[config.mk]
export PLATFORM = sky130hd
export DESIGN_NAME = parabolic_sine_cosine
export DESIGN_NICKNAME = d
export VERILOG_FILES = /design/src/psc_pkg.sv /design/src/parabolic_sine_cosine.sv
export SDC_FILE = /design/constraint.sdc
export NUM_CORES = 2
export LEC_CHECK = 0
export BUFFER_PORTS_ARGS = -buffer_cell sky130_fd_sc_hd__buf_2
export CORE_ASPECT_RATIO = 0.7
export CORE_MARGIN = 2
export CORE_UTILIZATION = 65
export DETAILED_ROUTE_END_ITERATION = 6
export GPL_TIMING_DRIVEN = 0
export PLACE_DENSITY = 0.92
export SETUP_SLACK_MARGIN = 0.02
export SYNTH_ARGS = -nofsm -noshare
export SYNTH_HDL_FRONTEND = slang
export SYNTH_SLANG_ARGS = --single-unit
[constraint.sdc]
create_clock -name clk_i -period 12 [get_ports clk_i]
set_input_delay 1.8 -clock clk_i [delete_from_list [all_inputs] [get_ports clk_i]]
set_output_delay 1.8 -clock clk_i [all_outputs]
set_load 0.01 [all_outputs]
[src/psc_pkg.sv]
// Shared constants for the parabolic sine/cosine block.
package psc_pkg;

  localparam int ANGLE_W = 32;
  localparam int VALUE_W = 16;

  localparam int ANGLE_FRAC_BITS_DEF = 16;
  localparam int OUT_FRAC_BITS_DEF   = 14;

  // pi and pi/2 in Q32, 4/pi and 4/pi^2 in Q30
  localparam longint PI_Q32            = 64'sd13493037705;
  localparam longint HALF_PI_Q32       = 64'sd6746518852;
  localparam longint FOUR_OVER_PI_Q30  = 64'sd1367130551;
  localparam longint FOUR_OVER_PI2_Q30 = 64'sd435171170;

  // width of the biased, non-negative angle fed to the wrap
  localparam int WRAP_W = 33;

endpackage

[src/parabolic_sine_cosine.sv]
// Parabolic sine/cosine approximation: ten-stage pipeline, one request per cycle while the receiver does not stall.
//
// Input channel (s_axis): tdata carries the angle in radians, signed fixed
// point with ANGLE_FRAC_BITS fraction bits; tuser selects sine (0) or cosine (1).
// Output channel (m_axis): tdata carries the result, signed with OUT_FRAC_BITS
// fraction bits, clamped to +-1.0 and to 16 bits.
// A request is taken on every edge where tvalid and tready are both high.
//
// A result moves through the stage registers in order, stage 1 to stage 10,
// and shows on m_axis while it sits in stage 10.
// Throughput is one request per cycle while the receiver does not stall.
//
// Each stage holds its own valid bit and loads when it is empty or the stage
// after it moves, so a stalled receiver freezes only the full stages and
// s_axis_tready stays high while any bubble is left in the pipe. Nothing is
// dropped or repeated under stall.
//
// Reset clears all valid bits; the pipe is empty and ready after reset.
module parabolic_sine_cosine
  import psc_pkg::*;
#(
  parameter int ANGLE_FRAC_BITS = ANGLE_FRAC_BITS_DEF,
  parameter int OUT_FRAC_BITS   = OUT_FRAC_BITS_DEF
) (
  input  logic               clk_i,
  input  logic               rst_ni,
  input  logic               s_axis_tvalid_i,
  output logic               s_axis_tready_o,
  input  logic [ANGLE_W-1:0] s_axis_tdata_i,  // [31:0] angle
  input  logic               s_axis_tuser_i,  // [0] cmd
  output logic               m_axis_tvalid_o,
  input  logic               m_axis_tready_i,
  output logic [VALUE_W-1:0] m_axis_tdata_o   // [15:0] value
);

  localparam int N  = 10;
  localparam int F  = ANGLE_FRAC_BITS;
  localparam int UW = WRAP_W;

  // angle-format constants, rounded half up from Q32
  localparam longint PiA     = (PI_Q32 + (64'sd1 <<< (31 - F))) >>> (32 - F);
  localparam longint HalfPiA = (HALF_PI_Q32 + (64'sd1 <<< (31 - F))) >>> (32 - F);
  localparam longint WrapMod = 2 * PiA;

  // bias by a multiple of 2*pi so the wrap only sees non-negative values
  localparam longint BiasK = ((64'sd1 <<< 31) + WrapMod - 1) / WrapMod;
  localparam longint Bias  = BiasK * WrapMod;

  // reciprocal of 2*pi; the quotient estimate is low by at most one
  localparam longint Recip = (64'sd1 <<< UW) / WrapMod;
  localparam int     RW    = $clog2(Recip + 1);
  localparam int     MW    = $clog2(WrapMod + 1);
  localparam int     XW    = MW;
  localparam int     AW    = XW - 1;
  localparam int     QW    = 2 * AW - F + 1;
  localparam int     PW1   = XW + 32;
  localparam int     PW2   = QW + 29;
  localparam int     SW    = ((PW1 > PW2 + 1) ? PW1 : PW2 + 1) + 1;
  localparam int     SH    = F + 30 - OUT_FRAC_BITS;

  localparam longint LimO     = 64'sd1 <<< OUT_FRAC_BITS;
  localparam longint ClampHi  = (LimO > 32767) ? 64'sd32767 : LimO;
  localparam longint ClampLo  = (-LimO < -32768) ? -64'sd32768 : -LimO;

  localparam logic [RW-1:0]          RECIP_V = RW'(Recip);
  localparam logic [MW-1:0]          MOD_V   = MW'(WrapMod);
  localparam logic signed [MW+1:0]   MOD_S   = (MW + 2)'(WrapMod);
  localparam logic signed [MW+1:0]   PIA_S   = (MW + 2)'(PiA);
  localparam logic signed [31:0]     C1_S    = 32'(FOUR_OVER_PI_Q30);
  localparam logic [28:0]            C2_U    = 29'(FOUR_OVER_PI2_Q30);
  localparam logic [2*AW:0]          RND_F   = (2 * AW + 1)'(64'sd1 <<< (F - 1));
  localparam logic signed [SW:0]     RND_SH  = (SW + 1)'(64'sd1 <<< (SH - 1));
  localparam logic signed [SW:0]     HI_S    = (SW + 1)'(ClampHi);
  localparam logic signed [SW:0]     LO_S    = (SW + 1)'(ClampLo);

  // handshake
  logic [N:1]   v_q;
  logic [N+1:1] rdy;
  logic [N:1]   vin;

  always_comb begin
    rdy[N+1] = m_axis_tready_i;
    for (int k = N; k >= 1; k--) begin
      rdy[k] = !v_q[k] || rdy[k+1];
    end
  end

  assign vin = {v_q[N-1:1], s_axis_tvalid_i};

  always_ff @(posedge clk_i or negedge rst_ni) begin
    if (!rst_ni) begin
      v_q <= '0;
    end else begin
      v_q <= (vin & rdy[N:1]) | (v_q & ~rdy[N:1]);
    end
  end

  assign s_axis_tready_o = rdy[1];
  assign m_axis_tvalid_o = v_q[N];

  // stage 1: cosine offset, +pi and bias
  logic signed [63:0] a_ext;
  logic [UW-1:0]      u1_d, u1_q;

  assign a_ext = {{(64 - ANGLE_W){s_axis_tdata_i[ANGLE_W-1]}}, s_axis_tdata_i};
  assign u1_d  = UW'(a_ext + (s_axis_tuser_i ? HalfPiA : 64'sd0) + PiA + Bias);

  // stage 2: quotient estimate
  logic [UW+RW-1:0] prod1;
  logic [RW-1:0]    k2_q;
  logic [UW-1:0]    u2_q;

  assign prod1 = (UW + RW)'(u1_q) * (UW + RW)'(RECIP_V);

  // stage 3: quotient times 2*pi
  logic [RW+MW-1:0] km_full;
  logic [UW-1:0]    km3_q, u3_q;

  assign km_full = (RW + MW)'(k2_q) * (RW + MW)'(MOD_V);

  // stage 4: remainder in [0, 4*pi)
  logic [MW:0] r4_d, r4_q;

  assign r4_d = (MW + 1)'(u3_q - km3_q);

  // stage 5: final correction and -pi
  logic signed [MW+1:0] rs;
  logic signed [XW-1:0] x5_d, x5_q;

  assign rs   = signed'({1'b0, r4_q});
  assign x5_d = XW'((rs >= MOD_S) ? (rs - MOD_S - PIA_S) : (rs - PIA_S));

  // stage 6: x squared
  logic [AW-1:0]        ax;
  logic [2*AW-1:0]      sq6_d, sq6_q;
  logic signed [XW-1:0] x6_q;

  assign ax    = AW'(x5_q[XW-1] ? -x5_q : x5_q);
  assign sq6_d = (2 * AW)'(ax) * (2 * AW)'(ax);

  // stage 7: round x*x, 4/pi * x
  logic [2*AW:0]         sqr;
  logic [QW-1:0]         q7_q;
  logic signed [PW1-1:0] p1_7_d, p1_7_q;
  logic                  neg7_q;

  assign sqr    = {1'b0, sq6_q} + RND_F;
  assign p1_7_d = PW1'(x6_q) * PW1'(C1_S);

  // stage 8: 4/pi^2 * round(x*x)
  logic [PW2-1:0]        p2_8_d, p2_8_q;
  logic signed [PW1-1:0] p1_8_q;
  logic                  neg8_q;

  assign p2_8_d = PW2'(q7_q) * PW2'(C2_U);

  // stage 9: combine terms, sign of the square term is opposite to that of x
  logic signed [SW-1:0] p1_s, p2_s, s9_d, s9_q;

  assign p1_s = SW'(p1_8_q);
  assign p2_s = SW'(signed'({1'b0, p2_8_q}));
  assign s9_d = neg8_q ? (p1_s + p2_s) : (p1_s - p2_s);

  // stage 10: round half up, clamp
  logic signed [SW:0]   yr, ysh;
  logic [VALUE_W-1:0]   y10_d, y10_q;

  assign yr  = (SW + 1)'(s9_q) + RND_SH;
  assign ysh = yr >>> SH;

  always_comb begin
    if (ysh > HI_S) begin
      y10_d = VALUE_W'(HI_S);
    end else if (ysh < LO_S) begin
      y10_d = VALUE_W'(LO_S);
    end else begin
      y10_d = ysh[VALUE_W-1:0];
    end
  end

  // payload registers
  always_ff @(posedge clk_i) begin
    if (rdy[1]) begin
      u1_q <= u1_d;
    end
    if (rdy[2]) begin
      k2_q <= prod1[UW+RW-1:UW];
      u2_q <= u1_q;
    end
    if (rdy[3]) begin
      km3_q <= km_full[UW-1:0];
      u3_q  <= u2_q;
    end
    if (rdy[4]) begin
      r4_q <= r4_d;
    end
    if (rdy[5]) begin
      x5_q <= x5_d;
    end
    if (rdy[6]) begin
      sq6_q <= sq6_d;
      x6_q  <= x5_q;
    end
    if (rdy[7]) begin
      q7_q   <= sqr[2*AW:F];
      p1_7_q <= p1_7_d;
      neg7_q <= x6_q[XW-1];
    end
    if (rdy[8]) begin
      p2_8_q <= p2_8_d;
      p1_8_q <= p1_7_q;
      neg8_q <= neg7_q;
    end
    if (rdy[9]) begin
      s9_q <= s9_d;
    end
    if (rdy[10]) begin
      y10_q <= y10_d;
    end
  end

  assign m_axis_tdata_o = y10_q;

endmodule
Yosys cells after proc, flatten, opt, wreduce, memory -nomap -nowiden
Index checks and enable logic that the tools add are counted.
- flip-flop bits (word level): 453
- bits of input ports: 37
- output and inout bits: 18
- word-level logic and storage cells: 69
- $add $sub $neg: 12
- multiply operators: 5
- magnitude comparators: 3
- muxes and demuxes: 5
- bitwise gates (word level): 4
- reduce and logical (&&, ||, !) cells: 21
- operators by type and width (operator ; count):
    52-bit by 33-bit adder with 53-bit output (second input constant) ; 1
    51-bit by 51-bit adder with 52-bit output ; 1
    52-bit two-way mux ; 1
    51-bit by 51-bit subtractor with 52-bit output ; 1
    19-bit by 32-bit multiplier with 51-bit output (second input constant) ; 1
    21-bit by 28-bit multiplier with 49-bit output (second input constant) ; 1
    33-bit by 13-bit multiplier with 46-bit output (second input constant) ; 1
    19-bit subtractor (second input constant) ; 2
    36-bit by 16-bit adder with 37-bit output (second input constant) ; 1
    18-bit by 18-bit multiplier with 36-bit output ; 1
    32-bit by 18-bit adder with 33-bit output ; 1
    33-bit by 19-bit adder with 33-bit output (second input constant) ; 1
    33-bit adder (second input constant) ; 1
    21-bit by 16-bit > comparator with 1-bit output (second input constant) ; 1
    21-bit by 15-bit < comparator with 1-bit output (second input constant) ; 1
    10-bit AND ; 2
    20-bit by 19-bit greater-or-equal comparator with 1-bit output (second input constant) ; 1
    20-bit subtractor ; 1
    15-bit by 18-bit multiplier with 19-bit output (second input constant) ; 1
    19-bit two-way mux ; 1
    19-bit by 18-bit subtractor with 19-bit output (second input constant) ; 1
    18-bit two-way mux ; 1
    18-bit negation ; 1
    17-bit two-way mux ; 1
    other kinds (6) ; 24

Logic depth before layout (Yosys ltp)
- depth after elaboration: 14
- depth in mapped cells: 34
- gate-level depth less buffers: 32

Worst setup path before layout
OpenSTA, ideal clock, no wires.
- path kind: reg-to-reg
- from: register x5_q[3]
- to: register sq6_q[35], data pin
- library setup time: 0.260 ns
- arrival time: 7.661 ns
- data required time: 11.740 ns
- path slack: 4.079 ns
- cell stages (with the launch flop): 33
- path buffers: 1
- period minus slack after synthesis: 7.921 ns
- path through: edfxtp_1 > or4_1 > nor3_1 > nand2_1 > o41ai_1 > xnor2_1 > inv_1 > buf_2 > nor2_1 > inv_1 > fa_1 > inv_1 > fa_1 > inv_1 > fa_1 > inv_1 > fa_1 > fa_1 > inv_1 > fa_1 > inv_1 > ha_1 > a21o_1 > a21o_1 > a21oi_1 > o21ai_0 > o21ai_0 > a2111oi_0 > o21a_1 > o21a_1 > o41a_1 > a21oi_1 > xnor2_1
- longest elaborated chain between the ends: 3
- ends and longest elaborated chain (element ; line ; RTL):
    start, declared ; parabolic_sine_cosine.sv:128 ; logic signed [XW-1:0] x5_d, x5_q;
    start signal, assigned ; parabolic_sine_cosine.sv:198 ; x5_q <= x5_d;
    18-bit negation ; parabolic_sine_cosine.sv:138 ; assign ax = AW'(x5_q[XW-1] ? -x5_q : x5_q);
    18-bit two-way mux (*) ; parabolic_sine_cosine.sv:138 ;
    18-bit by 18-bit multiplier with 36-bit output (*) ; parabolic_sine_cosine.sv:139 ; assign sq6_d = (2 * AW)'(ax) * (2 * AW)'(ax);
    net sq6_d[35] ; parabolic_sine_cosine.sv:135 ; logic [2*AW-1:0] sq6_d, sq6_q;
    end signal, assigned ; parabolic_sine_cosine.sv:201 ; sq6_q <= sq6_d;
    end, declared ; parabolic_sine_cosine.sv:135 ;
Mark *: on every way through the listed nets, which the timed path passes. The rest lies on a longest branch.
A chain may end at the register's enable or synchronous reset.

Final worst setup path
- from: register x5_q[0]
- to: register sq6_q[35], data pin
Same word-level chain as after synthesis.

==> results.cfg <==
[run_status]
status = finished, final reports clean

[critical_path]
endpoint_kind = flop
cpPeakStageDelay_ns = 0.87
crit_required_ns = 12.32
arrival_ns = 10.77
start_kind = flop
cpMaxStageDelayCell = xor2_1
crit_fanout = 10
crit_type = reg -> reg
worstReg2RegStart = x5_q[0]$_DFFE_PN_
rrSetupSlack_ns = 1.55
reg2reg_depth = 31
reg2reg_to = sq6_q[35]$_DFFE_PP_

[detailed_routing]
vias = 37800
totalWireLength_mm = 132
ant_nets = 0
first_pass_iters = 5
drtIter0Drc = 3453
drc_errors = 0
wl_per_cell_um = 20.4
via_per_inst = 5.84

[placement]
dp_hpwl_mm = 110
port-buffer-count = 54
gp_congestion = 1.05

[layout]
nets = 7097
regArea_mm2 = 0.0121
multi_input_area_mm2 = 0.0387
layout-drive-gt1-share_pct = 3.17
syn_to_final_growth_pct = 5.64
final.fill_count = 5623

[synthesis]
synthTopCellsByArea = fa_1 30%, edfxtp_1 21%, ha_1 21%, inv_1 8.7%, xnor2_1 3.1%
ys.flop_type = edfxtp_1
synth_top_area_share_pct = 30.0
yosys_warnings = 0
synthDistinctLibCells = 87
syn_avg_cell_area_um2 = 10.7
synth-edff-count = 395
yosysMostFrequentCell = inv_1
yosys.area.top_type = fa_1
seq_area_frac_synth_pct = 21.7
synth_common_cells = 1297 x inv_1, 921 x ha_1, 835 x fa_1
syn_inst = 5204
syn_area_mm2 = 0.0558
synthArstFlopShare_pct = 2.47
synth_nets = 6997
ys_ff_latch = 405

[floorplanning]
start_util_pct = 65.9
io_pins = 55
row_count = 89
die_h_um = 249
die_w_um = 354
coreArea_mm2 = 0.0846
die-area_mm2 = 0.0882

[global_routing]
gr-usage-met1_pct = 42.0
grt_start_max_net_pins = 73
grt_pass1_wl_mm = 215
grt_use_met2_pct = 49.4
gr-max-usage-layer = met2
grt_antenna_before_repair = 1
use_met3_pct = 7.86
grt_util_all_layers_pct = 30.9
grt_pass1_vias = 41000
grt_overflow_total = 0

[clocking]
htreeDepth = 2
post-cts-setup-buffer-count = 0
clkLatencyLatePin_ns = 0.61
root_buffer = clkbuf_16
cts_resized = 0
hold_buffers = 0
clk_pin_slew_worst_paths_ns = 0.07
cts_buffers = 41
clk_path_buf_depth = 3
cts.sinks = 405
cts_tree = built

[timing]
max_clock_freq_mhz = 95.7
finalClockSkew_ns = 0.0398
slew_headroom_pct = 1.68
slew_violations = 0
period_share_pct = 87.1
setup_viol_count_final = 0
tns_ns = 0
post-route-min-period_ns = 10.45
tightest_slew_ns = 1.47
hold_viol = 0
rsz0062_at_grt = false

[min_path]
hold_end = neg8_q$_DFFE_PP_
hold_path_class = reg -> reg
worstHoldPathCells = 0
worstHoldStart = neg7_q$_DFFE_PP_

[flow_run]
maxCapViolations = 0
[flip-flops by register name (all words and copies together) (netlist names), 15 cells and up, named ones only]
| register | flops |
|---|---|
| r4_q | 20 |
| x5_q | 19 |
| k2_q | 15 |
| u1_q | 33 |
| p2_8_q | 49 |
| p1_7_q | 50 |
| km3_q | 19 |
| u3_q | 20 |
| p1_8_q | 50 |
| x6_q | 18 |
| u2_q | 20 |
| m_axis_tdata_o | 16 |
| q7_q | 21 |
| s9_q | 21 |
| sq6_q | 22 |
[cells by family after synthesis]
logic type      count (synthesis)  synth area share (%)
fa+ha+maj                    1756                  50.6
xor+xnor                      325                  5.11
mux                             5                0.0919
buf+inv                      1344                  9.05
flops                         405                  21.7
simple gates                  771                  6.39
compound gates                598                  7.04
[layout by cell type (no fill, tap or decap), types with 12 or more instances in the layout]
cell type	n
xor2_1	128
ha_1	921
or2_2	12
nand2_1	199
o21a_1	33
xnor2_1	195
inv_1	1296
nand4_1	36
nor2b_1	29
nor3_1	52
clkbuf_1	42
a211oi_1	13
nand3_1	46
and2_1	14
nand2b_1	32
a21o_1	102
edfxtp_1	395
buf_2	55
nor4_1	13
clkbuf_16	43
o21bai_1	20
nor2_1	271
a31oi_1	24
and3_1	31
a21oi_1	191
o21ai_0	102
fa_1	835
[worst max-delay path: cells and delay by family, from the launching register on]
family                   cells  cell delay (ns)
AND/OR/NAND/NOR              4             1.00
AO/OA/AOI/OAI                8             2.60
buffers and inverters        9             1.84
XOR/XNOR                     2             0.97
flip-flops                   1             0.45
adder cells (fa/ha/maj)      8             3.30
[through the flow]
stage          cells  setup WS (ns)  utilization [%]  area (um^2)  hold slack, ns
2_1_floorplan   5204           4.08                -        55800           0.400
3_3_place_gp    6395           2.05             67.9        57500           0.401
3_5_place_dp    6398           1.92             68.0        57600           0.405
4_1_cts         6471           1.90             69.6        58900           0.411
5_1_grt         6471           1.14             69.6        58900           0.411
6_report        6472           1.55             69.6        58900           0.408
[routing by layer]
layer	wire length, um	vias to the layer above
met5	13	-
met1	53800	18700
met4	3730	2
li1	-	17000
met2	60700	1834
met3	14100	316
[worst max-delay path by stage]
stage / to / slack [ns] / from
2_1_floorplan: sq6_q[35]$_DFFE_PP_ / 4.08 / x5_q[3]$_DFFE_PN_
3_3_place_gp: sq6_q[35]$_DFFE_PP_ / 2.05 / x5_q[0]$_DFFE_PN_
3_5_place_dp: sq6_q[35]$_DFFE_PP_ / 1.92 / x5_q[0]$_DFFE_PN_
4_1_cts: sq6_q[35]$_DFFE_PP_ / 1.90 / x5_q[0]$_DFFE_PN_
5_1_grt: sq6_q[35]$_DFFE_PP_ / 1.14 / x5_q[0]$_DFFE_PN_
6_report: sq6_q[35]$_DFFE_PP_ / 1.55 / x5_q[0]$_DFFE_PN_
[final cells by class]
| type | instances | share of cell area, % |
|---|---|---|
| clock inverters | 24 | 0.452 |
| plain buffers | 41 | 0.270 |
| inverters | 1303 | 8.30 |
| clock buffers | 49 | 1.86 |
| repair buffers | 57 | 0.556 |
| flip-flops and latches | 405 | 20.5 |
| multi-input cells | 3455 | 65.6 |
| diodes | 1 | 0.00425 |
| well taps | 1137 | 2.41 |
Power is left out: the tool's default activity adds up to more than one toggle a clock period on the data nets, which glitch-free logic cannot reach.
